<file path="src/rtl/core/bfra_pkg.sv">
`default_nettype none
package bfra_pkg;

  localparam int unsigned ID_W     = 12;
  localparam int unsigned HEIGHT_W = 9;

  typedef enum logic {
    REQ_INSERT = 1'b0,
    REQ_REMOVE = 1'b1
  } req_t;

  typedef enum logic [1:0] {
    ST_IDLE,
    ST_DIV,
    ST_ROUND
  } state_t;

endpackage
`default_nettype wire

</file>
<file path="src/rtl/core/bounded_fifo_running_average_top.sv">
`default_nettype none
// Bounded queue of (id, height) entries with a running mean of the held heights.
// An insert drops the oldest entry when CAPACITY entries are held, appends the new
// one and reports the mean height rounded to nearest, ties to even. A remove
// reports the oldest id, or raises out_error on an empty queue. start is taken
// while busy is low. A remove's result is registered and appears in the cycle
// after acceptance, and busy stays low. An insert holds busy high through ST_DIV,
// a restoring divider that forms one bit per cycle of a SUM_W-bit quotient, where
// SUM_W = 9 + clog2(CAPACITY + 1) and is 12 at the default, then through a single
// rounding step in ST_ROUND; the result appears in the cycle after ST_ROUND.
// out_valid marks each result for exactly one cycle. The receiver cannot stall
// the block, so it must take the result in that cycle.
module bounded_fifo_running_average_top #(
  parameter int unsigned CAPACITY = 5
) (
  input  wire logic                           clk,
  input  wire logic                           rst_n,
  input  wire logic                           start,
  output logic                                busy,
  input  wire logic                           in_req_type,
  input  wire logic [bfra_pkg::ID_W-1:0]      in_player_id,
  input  wire logic [bfra_pkg::HEIGHT_W-1:0]  in_height,
  output logic                                out_valid,
  output logic [bfra_pkg::HEIGHT_W-1:0]       out_avg_height,
  output logic [bfra_pkg::ID_W-1:0]           out_removed_id,
  output logic                                out_error
);

  localparam int unsigned IDX_W  = (CAPACITY > 1) ? $clog2(CAPACITY) : 1;
  localparam int unsigned CNT_W  = $clog2(CAPACITY + 1);
  localparam int unsigned PTR_W  = CNT_W + 1;
  localparam int unsigned SUM_W  = bfra_pkg::HEIGHT_W + CNT_W;
  localparam int unsigned REM_W  = CNT_W + 1;
  localparam int unsigned STEP_W = $clog2(SUM_W);
  localparam logic [PTR_W-1:0] CAP_P = PTR_W'(CAPACITY);
  localparam logic [CNT_W-1:0] CAP_C = CNT_W'(CAPACITY);

  bfra_pkg::state_t state_r, state_nxt;

  logic [IDX_W-1:0]  head_r, head_nxt;
  logic [CNT_W-1:0]  cnt_r, cnt_nxt;
  logic [SUM_W-1:0]  sum_r, sum_nxt;
  logic [SUM_W-1:0]  quo_r, quo_nxt;
  logic [REM_W-1:0]  rem_r, rem_nxt;
  logic [STEP_W-1:0] step_r, step_nxt;

  logic                         out_valid_r, out_valid_nxt;
  logic [bfra_pkg::HEIGHT_W-1:0] avg_r, avg_nxt;
  logic [bfra_pkg::ID_W-1:0]     rid_r, rid_nxt;
  logic                         err_r, err_nxt;

  logic [bfra_pkg::HEIGHT_W-1:0] hmem_r [CAPACITY];
  logic [bfra_pkg::ID_W-1:0]     imem_r [CAPACITY];

  logic                          wr_en;
  logic [IDX_W-1:0]              wr_idx;
  logic [bfra_pkg::HEIGHT_W-1:0] head_hgt;
  logic [bfra_pkg::ID_W-1:0]     head_id;
  logic [IDX_W-1:0]              head_inc;
  logic [PTR_W-1:0]              tail_raw;
  logic [IDX_W-1:0]              tail_idx;
  logic                          full;
  logic                          accept;
  logic [REM_W-1:0]              rem_shift;
  logic                          rem_ge;
  logic [REM_W:0]                rem_dbl;
  logic [REM_W:0]                cnt_ext;
  logic [SUM_W-1:0]              q_round;

  assign accept   = start && !busy;
  assign head_hgt = hmem_r[head_r];
  assign head_id  = imem_r[head_r];
  assign full     = (cnt_r == CAP_C);
  assign head_inc = (PTR_W'(head_r) + PTR_W'(1) == CAP_P) ? '0 : IDX_W'(head_r + IDX_W'(1));
  assign tail_raw = PTR_W'(head_r) + PTR_W'(cnt_r);
  assign tail_idx = (tail_raw >= CAP_P) ? IDX_W'(tail_raw - CAP_P) : IDX_W'(tail_raw);

  assign rem_shift = {rem_r[REM_W-2:0], quo_r[SUM_W-1]};
  assign rem_ge    = (rem_shift >= REM_W'(cnt_r));
  assign rem_dbl   = {rem_r, 1'b0};
  assign cnt_ext   = (REM_W+1)'(cnt_r);

  always_comb begin
    if (rem_dbl > cnt_ext) begin
      q_round = quo_r + SUM_W'(1);
    end else if (rem_dbl == cnt_ext) begin
      q_round = quo_r + SUM_W'(quo_r[0]);
    end else begin
      q_round = quo_r;
    end
  end

  always_comb begin
    state_nxt     = state_r;
    head_nxt      = head_r;
    cnt_nxt       = cnt_r;
    sum_nxt       = sum_r;
    quo_nxt       = quo_r;
    rem_nxt       = rem_r;
    step_nxt      = step_r;
    out_valid_nxt = 1'b0;
    avg_nxt       = avg_r;
    rid_nxt       = rid_r;
    err_nxt       = err_r;
    wr_en         = 1'b0;
    wr_idx        = tail_idx;
    busy          = (state_r != bfra_pkg::ST_IDLE);
    unique case (state_r)
      bfra_pkg::ST_IDLE: begin
        if (accept) begin
          if (in_req_type == bfra_pkg::REQ_INSERT) begin
            wr_en = 1'b1;
            if (full) begin
              wr_idx   = head_r;
              head_nxt = head_inc;
              sum_nxt  = sum_r - SUM_W'(head_hgt) + SUM_W'(in_height);
            end else begin
              cnt_nxt = cnt_r + CNT_W'(1);
              sum_nxt = sum_r + SUM_W'(in_height);
            end
            quo_nxt   = sum_nxt;
            rem_nxt   = '0;
            step_nxt  = STEP_W'(SUM_W - 1);
            state_nxt = bfra_pkg::ST_DIV;
          end else begin
            out_valid_nxt = 1'b1;
            avg_nxt       = '0;
            if (cnt_r == '0) begin
              err_nxt = 1'b1;
              rid_nxt = '0;
            end else begin
              err_nxt  = 1'b0;
              rid_nxt  = head_id;
              head_nxt = head_inc;
              cnt_nxt  = cnt_r - CNT_W'(1);
              sum_nxt  = sum_r - SUM_W'(head_hgt);
            end
          end
        end
      end
      bfra_pkg::ST_DIV: begin
        rem_nxt  = rem_ge ? REM_W'(rem_shift - REM_W'(cnt_r)) : rem_shift;
        quo_nxt  = {quo_r[SUM_W-2:0], rem_ge};
        step_nxt = step_r - STEP_W'(1);
        if (step_r == '0) begin
          state_nxt = bfra_pkg::ST_ROUND;
        end
      end
      bfra_pkg::ST_ROUND: begin
        out_valid_nxt = 1'b1;
        avg_nxt       = q_round[bfra_pkg::HEIGHT_W-1:0];
        rid_nxt       = '0;
        err_nxt       = 1'b0;
        state_nxt     = bfra_pkg::ST_IDLE;
      end
      default: begin
        state_nxt = bfra_pkg::ST_IDLE;
      end
    endcase
  end

  always_ff @(posedge clk) begin
    if (!rst_n) begin
      state_r     <= bfra_pkg::ST_IDLE;
      head_r      <= '0;
      cnt_r       <= '0;
      sum_r       <= '0;
      out_valid_r <= 1'b0;
    end else begin
      state_r     <= state_nxt;
      head_r      <= head_nxt;
      cnt_r       <= cnt_nxt;
      sum_r       <= sum_nxt;
      out_valid_r <= out_valid_nxt;
    end
  end

  always_ff @(posedge clk) begin
    quo_r  <= quo_nxt;
    rem_r  <= rem_nxt;
    step_r <= step_nxt;
    avg_r  <= avg_nxt;
    rid_r  <= rid_nxt;
    err_r  <= err_nxt;
  end

  always_ff @(posedge clk) begin
    if (wr_en) begin
      hmem_r[wr_idx] <= in_height;
      imem_r[wr_idx] <= in_player_id;
    end
  end

  assign out_valid      = out_valid_r;
  assign out_avg_height = avg_r;
  assign out_removed_id = rid_r;
  assign out_error      = err_r;

  a_cnt_bound: assert property (@(posedge clk) disable iff (!rst_n)
    cnt_r <= CAP_C)
    else $error("entry count above capacity");

  a_empty_sum: assert property (@(posedge clk) disable iff (!rst_n)
    cnt_r == '0 |-> sum_r == '0)
    else $error("height sum nonzero on empty queue");

  a_err_empty: assert property (@(posedge clk) disable iff (!rst_n)
    out_valid && out_error |-> cnt_r == '0)
    else $error("error reported with entries held");

  a_accept_progress: assert property (@(posedge clk) disable iff (!rst_n)
    start && !busy |=> busy || out_valid)
    else $error("accepted item neither started nor answered");

endmodule
`default_nettype wire
</file>
<file path="config.mk">
export PLATFORM = sky130hd
export DESIGN_NAME = bounded_fifo_running_average_top
export DESIGN_NICKNAME = d
export VERILOG_FILES = /design/src/rtl/core/bfra_pkg.sv /design/src/rtl/core/bounded_fifo_running_average_top.sv
export SDC_FILE = /design/constraint.sdc
export NUM_CORES = 1
export LEC_CHECK = 0
export ABC_AREA = 1
export BUFFER_PORTS_ARGS = -buffer_cell sky130_fd_sc_hd__buf_2
export CORE_ASPECT_RATIO = 0.75
export CORE_UTILIZATION = 65
export DETAILED_ROUTE_END_ITERATION = 7
export PLACE_DENSITY = 0.84
export SYNTH_ARGS = -nofsm -noshare
export SYNTH_HDL_FRONTEND = slang
export SYNTH_SLANG_ARGS = --single-unit
</file>
<file path="constraint.sdc">
create_clock -name clk -period 10.2 [get_ports clk]
set_clock_uncertainty 0.05 [all_clocks]
set_input_delay 0.51 -clock clk [delete_from_list [all_inputs] [get_ports clk]]
set_output_delay 0.51 -clock clk [all_outputs]
set_load 0.01 [all_outputs]
</file>
==> results list, run 1 <==
* Result of the run: complete, no violations
- a little under 50 I/O pins were placed.
- Using the TritonRoute via totals, the vias-per-cell ratio works out to a little under 6.
* TritonCTS buffer count: 17
- Share of flip-flops with an asynchronous set or reset after synthesis: 0
- During synthesis, Yosys emitted a total of 0 warnings.
- By area the synthesized netlist is led by sky130_fd_sc_hd__edfxtp_1, sky130_fd_sc_hd__nand2_1, sky130_fd_sc_hd__dfxtp_1, sky130_fd_sc_hd__ha_1, sky130_fd_sc_hd__nor2_1.
- Number of enable-type register cells in the synthesized netlist: 147
- Once detail routing completed, the nets flagged for antenna violations numbered 0.
- Post-synth top area cell: sky130_fd_sc_hd__edfxtp_1
* Count of buffers inserted at the top-level ports: 48
- Post-synthesis cell type count: 41
- The via count of the first global-routing pass came to 6272.
- Entering global routing, the biggest net connects 44 pins.
- Post-CTS setup repair buffer count: 0
* Clock tree from TritonCTS: yes
* Antenna diode count: 0
- For the worst setup path, the data required time is roughly 11 ns.
- The core region is about 0.012 sq mm.
- The first routing iteration left 654 violations.
* Die boundary height: 100.7 microns
- Count of mapped cells out of synthesis: 837
- Max clock buf depth: 2
* Post-route clock period utilization: 0.5002
- The routed design could run at a clock period as short as ~5.1 ns.
- Number of clock sinks: approximately 170
* Horiz. Die Dim: 133.5 microns
- In this run the worst path has a maximum fanout of 43.
- In this run the power spent charging and discharging nets is 595.4 uW.
- Number of remaining DRC errors: 0
- GR Overflow Total: 0
- The critical path ends at sum_r[11]$_SDFFE_PN0P_.
- Worst EP arrival: between 5 and 6 ns
* Routed wire per std cell: 17.62 microns
- The initial utilization of the core area, before any placement, comes to 0.6758.
- Sum of buffers and inverters on the critical path: 6
* Final number of max-transition violations: 0
- Unrepaired setup endpoints after global routing: false
- In the post-route analysis, the smallest setup slack over all paths is 5.098 ns.
- R2R setup slack: 5.10 ns
- Compared with the post-synthesis result, the final layout area differs by 12.40%.
* Highest Clock Rate: 0.1960 GHz
- Fraction of synthesized cell area taken by the top area cell type: 0.5234
- Counting cells, the worst reg-to-reg path comes to 25.
- Fill cell instance count of the final layout: 778
- Dividing total power by cell area gives a power density of 203.2 mW/mm^2.
- By startpoint and endpoint, the worst setup path is classified as reg2reg.
* Endpoint of the most critical register-to-register path: sum_r[11]$_SDFFE_PN0P_
- Cell row count: 35
- The final count of hold timing violations is 0.
* Int Power: 1.331 mW
- Global routing usage summed across all routing layers: 0.3014
- Count of cells resized by post-cts repair: 0
- Clock-pin slew of the registers on the worst-case setup and hold paths: 0.08 ns
- For the worst-skew pair, the clock arrives at the later sink with an insertion delay of roughly 0.43 ns.
* Part of the Yosys area used for sequential elements: 0.5803
- For this run, the detailed router's first-pass iteration total came to 6.
- GPL Wtd Cong: 0.9255
- Crit path largest cell delay: 0.43 ns
* Element type at the critical path end: flop
- Combinational share of power: 0.210
- After clock tree synthesis, the flow added hold-fix buffers numbering 0.
* Synth Area per Inst: 10.08 sq um
* Crit path max-delay family: buffers and inverters
* Hold Path Class: in2reg
- Setup violations remaining at the end of the flow were counted as 0.
- The share of total power dissipated in the clock network is 0.350.
* Yosys reg bits: 171
- The design draws 1.927 mW.
- After routing, the total negative slack on setup checks comes to 0 ns.
- Final nets: 949
* Part of the power in registers: 0.440
* Final WL: 18730 microns
* Share of final-layout standard cells stronger than drive strength 1: 0.1382
* Max H-tree Level: 4
- Number of logic stages on the critical path including buffering: 25
* Clock root buffer: sky130_fd_sc_hd__clkbuf_16
* Combined area of all synthesized cells: 0.008434 sq mm
* Primary flip-flop cell chosen by synthesis mapping: sky130_fd_sc_hd__edfxtp_1
- Headroom to the max-slew limit came out at 0.1789.
* Number of max-cap violations: 0
- The initial antenna violation count is 0.
* Cell with the largest stage delay on the worst path: sky130_fd_sc_hd__clkinv_1
* Mapped Nets: 902
* Worst setup slack before clock tree synthesis: 5.279 ns
- Switching Fraction: 0.3090
- The first global-routing pass estimated a little over 30000 microns of wire.
* Highest ir drop seen on vdd: 0.1414 mV
* Total vias in the final route: ~6300
- Summed over all cells, the static leakage comes to between 3 and 4 nW.
- At the pin with the least slew margin, the transition time is roughly 1.2 ns.
- Detailed-placement wirelength estimate: between 10000 and 15000 microns
* Area of the die: 0.01344 sq mm
* Kind of start point of the critical path: flop
## cells by family after synthesis
family / after synthesis / synth area share
AND/OR/NAND/NOR: 312 / 0.1559
flip-flops: 171 / 0.5803
AO/OA/AOI/OAI: 164 / 0.1159
buffers and inverters: 124 / 0.05563
adder cells (fa/ha/maj): 40 / 0.06379
XOR/XNOR: 17 / 0.01765
multiplexers: 9 / 0.01083
## power by group through the flow
stage,logic [mW],clock network (mW),registers (mW)
CTS,0.397,0.675,0.847
global route,0.452,0.702,0.852
global placement,0.375,0,0.859
detailed placement,0.389,0,0.861
finish,0.405,0.674,0.847
floorplan,0.282,0,0.859
## worst reg2reg max path: stages (launching register included)
cell                       delay, ns
sky130_fd_sc_hd__dfxtp_1        0.31
sky130_fd_sc_hd__buf_4          0.39
sky130_fd_sc_hd__clkinv_1       0.44
sky130_fd_sc_hd__buf_4          0.37
sky130_fd_sc_hd__nor2_1         0.13
sky130_fd_sc_hd__o32ai_1        0.09
sky130_fd_sc_hd__mux2_2         0.30
sky130_fd_sc_hd__ha_1           0.19
sky130_fd_sc_hd__inv_1          0.06
sky130_fd_sc_hd__fa_1           0.26
sky130_fd_sc_hd__a21oi_1        0.13
sky130_fd_sc_hd__o21ai_0        0.35
sky130_fd_sc_hd__a31oi_1        0.15
sky130_fd_sc_hd__xor2_1         0.19
sky130_fd_sc_hd__o21ai_0        0.14
sky130_fd_sc_hd__ha_1           0.36
sky130_fd_sc_hd__inv_1          0.06
sky130_fd_sc_hd__nor3_1         0.24
sky130_fd_sc_hd__o21ai_0        0.13
sky130_fd_sc_hd__nand3_1        0.14
sky130_fd_sc_hd__inv_1          0.07
sky130_fd_sc_hd__nor2_1         0.11
sky130_fd_sc_hd__nand3_1        0.09
sky130_fd_sc_hd__nand3_1        0.09
sky130_fd_sc_hd__nand2_1        0.07
sky130_fd_sc_hd__a21oi_1        0.11
## final cells by class
cell class | count | area [sq um] | area share
inverters | 95 | 356.6 | 0.03761
flip-flops and latches | 171 | 4895 | 0.5163
well taps | 166 | 207.7 | 0.02191
multi-input cells | 542 | 3087 | 0.3256
repair buffers | 57 | 307.8 | 0.03247
clock buffers | 17 | 425.4 | 0.04487
clock inverters | 15 | 201.4 | 0.02125
## how the worst min path moves through the flow
stage	start	endpoint	slack (ns)	cells past startpoint
global route	in_player_id[5]	imem_r[3][5]$_DFFE_PP_	0.25	1
global placement	sum_r[8]$_SDFFE_PN0P_	sum_r[8]$_SDFFE_PN0P_	0.42	2
finish	in_player_id[2]	imem_r[0][2]$_DFFE_PP_	0.25	1
floorplan	sum_r[11]$_SDFFE_PN0P_	sum_r[11]$_SDFFE_PN0P_	0.41	2
CTS	in_player_id[2]	imem_r[0][2]$_DFFE_PP_	0.25	1
detailed placement	sum_r[8]$_SDFFE_PN0P_	sum_r[8]$_SDFFE_PN0P_	0.43	2
## layer usage
layer / GRT usage / share of wire / vias up
met2: 0.4820 / 0.47 / 344
li1: - / - / 2992
met1: 0.4166 / 0.43 / 2954
met4: 0.1337 / 0.023 / 0
met3: 0.04223 / 0.081 / 50
met5: 0 / 0 / -
## cell usage after synthesis (7+ instances only)
cell	number
sky130_fd_sc_hd__edfxtp_1	147
sky130_fd_sc_hd__nand2_1	142
sky130_fd_sc_hd__nor2_1	105
sky130_fd_sc_hd__inv_1	86
sky130_fd_sc_hd__o21ai_0	61
sky130_fd_sc_hd__a21oi_1	51
sky130_fd_sc_hd__nand3_1	36
sky130_fd_sc_hd__ha_1	35
sky130_fd_sc_hd__clkbuf_1	24
sky130_fd_sc_hd__dfxtp_1	24
sky130_fd_sc_hd__o32ai_1	21
sky130_fd_sc_hd__a31oi_1	9
sky130_fd_sc_hd__xnor2_1	9
sky130_fd_sc_hd__mux2i_1	8
sky130_fd_sc_hd__xor2_1	8
sky130_fd_sc_hd__inv_2	7
sky130_fd_sc_hd__nor3_1	7
sky130_fd_sc_hd__o211ai_1	7
## metrics by stage
stage	hold WS [ns]	std cells	area, sq um	util
floorplan	0.4084	837	8434	-
global placement	0.4250	1031	8853	0.7094
detailed placement	0.4316	1031	8853	0.7094
CTS	0.2458	1063	9480	0.7596
global route	0.2490	1063	9480	0.7596
finish	0.2501	1063	9480	0.7596
## sequential cells by signal, summed over array words and instances (netlist names), named ones only
name,count
out_avg_height,9
cnt_r,3
head_r,3
hmem_r,45
sum_r,12
out_error,1
step_r,4
quo_r,12
imem_r,60
rem_r,4
state_r,2
out_valid,1
out_removed_id,12
## cells in the final DEF (no fill, tap or decap), types with 4 or more instances in the layout
master,n
sky130_fd_sc_hd__dfxtp_1,24
sky130_fd_sc_hd__inv_6,4
sky130_fd_sc_hd__buf_2,48
sky130_fd_sc_hd__a21oi_1,51
sky130_fd_sc_hd__clkbuf_16,17
sky130_fd_sc_hd__nor2_2,7
sky130_fd_sc_hd__nand2_2,4
sky130_fd_sc_hd__inv_2,7
sky130_fd_sc_hd__a31oi_1,9
sky130_fd_sc_hd__nand2_1,142
sky130_fd_sc_hd__inv_1,86
sky130_fd_sc_hd__buf_4,9
sky130_fd_sc_hd__nor3_1,7
sky130_fd_sc_hd__mux2i_1,8
sky130_fd_sc_hd__o32ai_1,21
sky130_fd_sc_hd__ha_1,35
sky130_fd_sc_hd__xor2_1,8
sky130_fd_sc_hd__fa_1,5
sky130_fd_sc_hd__edfxtp_1,147
sky130_fd_sc_hd__o211ai_1,7
sky130_fd_sc_hd__nand4_1,4
sky130_fd_sc_hd__xnor2_1,9
sky130_fd_sc_hd__nor2_1,101
sky130_fd_sc_hd__o21ai_0,61
sky130_fd_sc_hd__nand3_1,36
Note: power is estimated with default switching activity, not from simulation.
==> inputs of run 2 (changes only) <==
--- a/config.mk
+++ b/config.mk
@@ -8,9 +8,9 @@
 export ABC_AREA = 1
 export BUFFER_PORTS_ARGS = -buffer_cell sky130_fd_sc_hd__buf_2
 export CORE_ASPECT_RATIO = 0.75
-export CORE_UTILIZATION = 65
+export CORE_UTILIZATION = 55
 export DETAILED_ROUTE_END_ITERATION = 7
-export PLACE_DENSITY = 0.84
+export PLACE_DENSITY = 0.76
 export SYNTH_ARGS = -nofsm -noshare
 export SYNTH_HDL_FRONTEND = slang
 export SYNTH_SLANG_ARGS = --single-unit
==> constraint.sdc (replaced) <==
create_clock -name clk -period 4.5 [get_ports clk]
set_clock_uncertainty 0.05 [all_clocks]
set_input_delay 0.225 -clock clk [delete_from_list [all_inputs] [get_ports clk]]
set_output_delay 0.225 -clock clk [all_outputs]
set_load 0.01 [all_outputs]
==> run 2 against run 1 <==
  * Count of clock-buffer cells in the layout is the same
  * Via count is 1.5% lower
  * Total power is 130% higher
  * Combinational power is 130% higher
  * Clock power up 130%
  * Largest power group unchanged
==> results list, run 2 (same netlist as run 1, synthesis figures left out) <==
* Result of the run: complete, no violations (unchanged)
- GPL Wtd Cong: 0.9052 (was 0.9255)
- The count of H-tree levels built during CTS is 4 (unchanged).
* Clock root buffer: sky130_fd_sc_hd__clkbuf_16 (unchanged)
- The average wire length per cell after detail routing is 16.67 microns (was 17.62 microns).
* Final standard cell utilization of the core: 0.6584 (was 0.7596)
- The internal power was 3.068 mW (was 1.331 mW).
- The endpoint of the most critical register-to-register path is sum_r[11]$_SDFFE_PN0P_ (unchanged).
- Number of nets still failing antenna checks after routing: 0 (unchanged)
- Accumulated negative setup slack: 0 ns (unchanged)
- Endpoints failing hold: 0 (unchanged)
- Worst EP arrival: 4.33 ns (was 5.42 ns)
- Type of the worst setup path: reg2reg (unchanged)
- End point of the most critical hold path: hmem_r[1][0]$_DFFE_PP_ (was imem_r[0][2]$_DFFE_PP_)
- The antenna cell count was 0 (unchanged).
- The net switching power came to 1.314 mW (was 595.4 uW).
* Cell repeated most along the worst path: sky130_fd_sc_hd__nand3_1
* Power density normalized to cell area: 451.5 mW/mm^2 (was 203.2 mW/mm^2)
- Final Total Pwr: 4.382 mW (was 1.927 mW)
- Clock tree from TritonCTS: yes (unchanged)
- # setup viols final: 0 (unchanged)
- The first-pass detailed-route iteration total is 5 (was 6).
* Avg Vias per Cell: 5.589 (was 5.964)
* Largest register FFs: 60 (unchanged)
- Largest regs: imem_r (60), hmem_r (45) (unchanged)
* Min-Delay Startpoint: in_height[0] (was in_player_id[2])
- Final number of max-transition violations: 0 (unchanged)
* Die boundary height: 109.2 microns (was 100.7 microns)
- Core box area: 0.01474 sq mm (was 0.01248 sq mm)
* Logic depth of the worst register-to-register path: 21 (was 25)
* Data required time of the critical path: 4.80 ns (was 10.51 ns)
- The proportion of power drawn by the clock network was 0.350 (about the same).
- The worst slew slack as a fraction of its limit is 0.3962 (was 0.1789).
- Hold Path Class: in2reg (unchanged)
- The proportion of power drawn by combinational gates is 0.212 (was 0.210).
- Most common library cell in the layout ignoring fill and taps: sky130_fd_sc_hd__edfxtp_1 (unchanged)
- The number of nets at the end of the flow was 969 (was 949).
* Depth of the worst hold-timing path: 1 (unchanged)
* Number of max-cap violations: 0 (unchanged)
- Switching Fraction: 0.2998 (was 0.3090)
- The clock sink count is 171 (unchanged).
- The time the final worst path needs with I/O delays and setup was 4.033 ns (was 5.102 ns).
* Setup ws final: 0.4666 ns (was 5.098 ns)
* Final WL: 18620 microns (was 18730 microns)
* Synth-to-Final Area Change: 15.06% (was 12.40%)
* Iteration-0 DRC count of the detailed router: 528 (was 654)
- Count of buffers inserted at the top-level ports: 48 (unchanged)
- Transition time at the pin with the least slew margin: 0.9047 ns (was 1.228 ns)
- GR Overflow Total: 0 (unchanged)
- Horiz. Die Dim: 145.0 microns (was 133.5 microns)
- The total vias in the final route is 6243 (was 6340).
- The via count of the first global-routing pass is 5705 (was 6272).
* Fill cell instance count of the final layout: 1112 (was 778)
* Clock-pin slew of the registers on the worst-case setup and hold paths: 0.07 ns (was 0.08 ns)
- The type of origin of the critical path is a flop (unchanged).
- Max clock buf depth: 2 (unchanged)
- Highest net fanout along the worst path: 24 (was 43)
* Number of ports placed on the die boundary: 49 (unchanged)
- Effective utilization at floorplan: 0.5722 (was 0.6758)
- Unrepaired setup endpoints after global routing: false (unchanged).
* Cell row count: 38 (was 35)
- Most used cells in the layout excluding fill and tap cells: sky130_fd_sc_hd__edfxtp_1, sky130_fd_sc_hd__nand2_1, sky130_fd_sc_hd__nor2_1 (unchanged).
- The total leakage power is 3.966 nW (was 3.869 nW).
- Critical Path, Cell by Cell: buf_6 -> nor2_1 -> o32ai_1 -> mux2i_1 -> fa_1 -> a21oi_2 -> o21ai_1 -> a31oi_1 -> xor2_1 -> o21ai_0 -> ha_1 -> inv_1 -> nor3_1 -> nand3_1 -> nand3_1 -> inv_1 -> nor2_1 -> nand3_1 -> nand3_1 -> nand2_1 -> a21oi_1
- Post-CTS setup repair buffer count: 0 (unchanged)
- Number of antenna violations at the first check in global routing: 0 (unchanged)
* Detailed-placement wirelength estimate: 12400 microns (about the same)
- Register ranked first by flip-flop count: imem_r (unchanged)
- The clock insertion delay at the later pin of the skew report came to 0.43 ns (about the same).
- The DRC violation count after routing came to 0 (unchanged).
* Element type at the critical path end: flop (unchanged)
- Area of the die: 0.01584 sq mm (was 0.01344 sq mm)
* Highest ir drop seen on vdd: 0.2823 mV (was 0.1414 mV)
* Highest Clock Rate: 0.2479 GHz (was 0.1960 GHz)
- Worst setup slack before clock tree synthesis: 0.3770 ns (was 5.279 ns)
* Wire length of the first global-routing pass: 29710 microns (was 30730 microns)
* Crit path largest cell delay: 0.46 ns (was 0.43 ns)
- Share of final-layout standard cells stronger than drive strength 1: 0.1450 (was 0.1382)
- The register-to-register path setup slack is 0.47 ns (was 5.10 ns).
- The worst-path cell with the longest stage delay is sky130_fd_sc_hd__fa_1 (was sky130_fd_sc_hd__clkinv_1).
* Global routing usage summed across all routing layers: 0.2484 (was 0.3014)
* Largest net degree at the start of global routing: 25 (was 44)
- Post-route clock period utilization: 0.8963 (was 0.5002)
- TritonCTS buffer count: 17 (unchanged)
* Part of the power in registers: 0.439 (was 0.440)
run 2: changes by cell type in the layout (fill, tap and decap cells not counted), sizes merged:
cell | previous run | this run
buf | 57 | 65
bufinv | 2 | 3
clkinv | 6 | 9
clkinvlp | 2 | 1
dlygate4sd3 | 0 | 12
inv | 100 | 97
run 2: power by group through the flow:
stage	clock (mW)	combinational, mW	sequential, mW
after floorplan	0	0.639	1.95
after global placement	0	0.872	1.95
after detailed placement	0	0.890	1.95
after CTS	1.54	0.911	1.92
after global routing	1.60	1.04	1.93
final	1.53	0.928	1.92
run 2: per-layer routing:
metal  part of all wire  global-route usage  routed length, microns  vias to the layer above
li1                   -                   -                       -                     3027
met4              0.011             0.07751                     199                        0
met3              0.067             0.04686                    1256                       19
met1               0.47              0.3507                    8726                     2949
met2               0.45              0.3918                    8434                      248
met5                  0                   0                       0                        -
run 2: layout make-up:
cell class | count | area [sq um] | area share
clock buffers | 17 | 425.4 | 0.04384
clock inverters | 15 | 190.2 | 0.01960
multi-input cells | 542 | 3090 | 0.3185
inverters | 95 | 356.6 | 0.03675
well taps | 200 | 250.2 | 0.02579
repair buffers | 77 | 495.5 | 0.05106
flip-flops and latches | 171 | 4896 | 0.5045
run 2: critical path, delay by kind of cell (launching register included):
family | cells | cell delay [ns]
AO/OA/AOI/OAI | 6 | 1.05
AND/OR/NAND/NOR | 8 | 0.88
adder cells (fa/ha/maj) | 2 | 0.82
flip-flops | 1 | 0.41
buffers and inverters | 3 | 0.38
XOR/XNOR | 1 | 0.23
multiplexers | 1 | 0.16
run 2: through the flow:
step	instance area [sq um]	hold slack (ns)	instances
2_1_floorplan	8434	0.2739	837
3_3_place_gp	8956	0.4084	1073
3_5_place_dp	8956	0.4110	1073
4_1_cts	9692	0.01281	1117
5_1_grt	9704	0.01201	1117
6_report	9704	0.01730	1117
run 2: how the worst max path moves through the flow:
stage / startpoint / end / slack [ns] / cells past startpoint
floorplan: flop / sum_r[11]$_SDFFE_PN0P_ / 0.69 / 22
global placement: flop / sum_r[11]$_SDFFE_PN0P_ / 0.56 / 21
detailed placement: flop / sum_r[11]$_SDFFE_PN0P_ / 0.38 / 21
CTS: flop / sum_r[11]$_SDFFE_PN0P_ / 0.33 / 22
global route: flop / sum_r[11]$_SDFFE_PN0P_ / 0.01 / 24
finish: flop / sum_r[11]$_SDFFE_PN0P_ / 0.47 / 21
run 2: repair_timing:
action | 4_1_cts | 5_1_grt
hold endpoints to repair | 60 | 0
setup endpoints to repair | 0 | 4
hold buffers | 12 | 0
resized for setup | 0 | 5
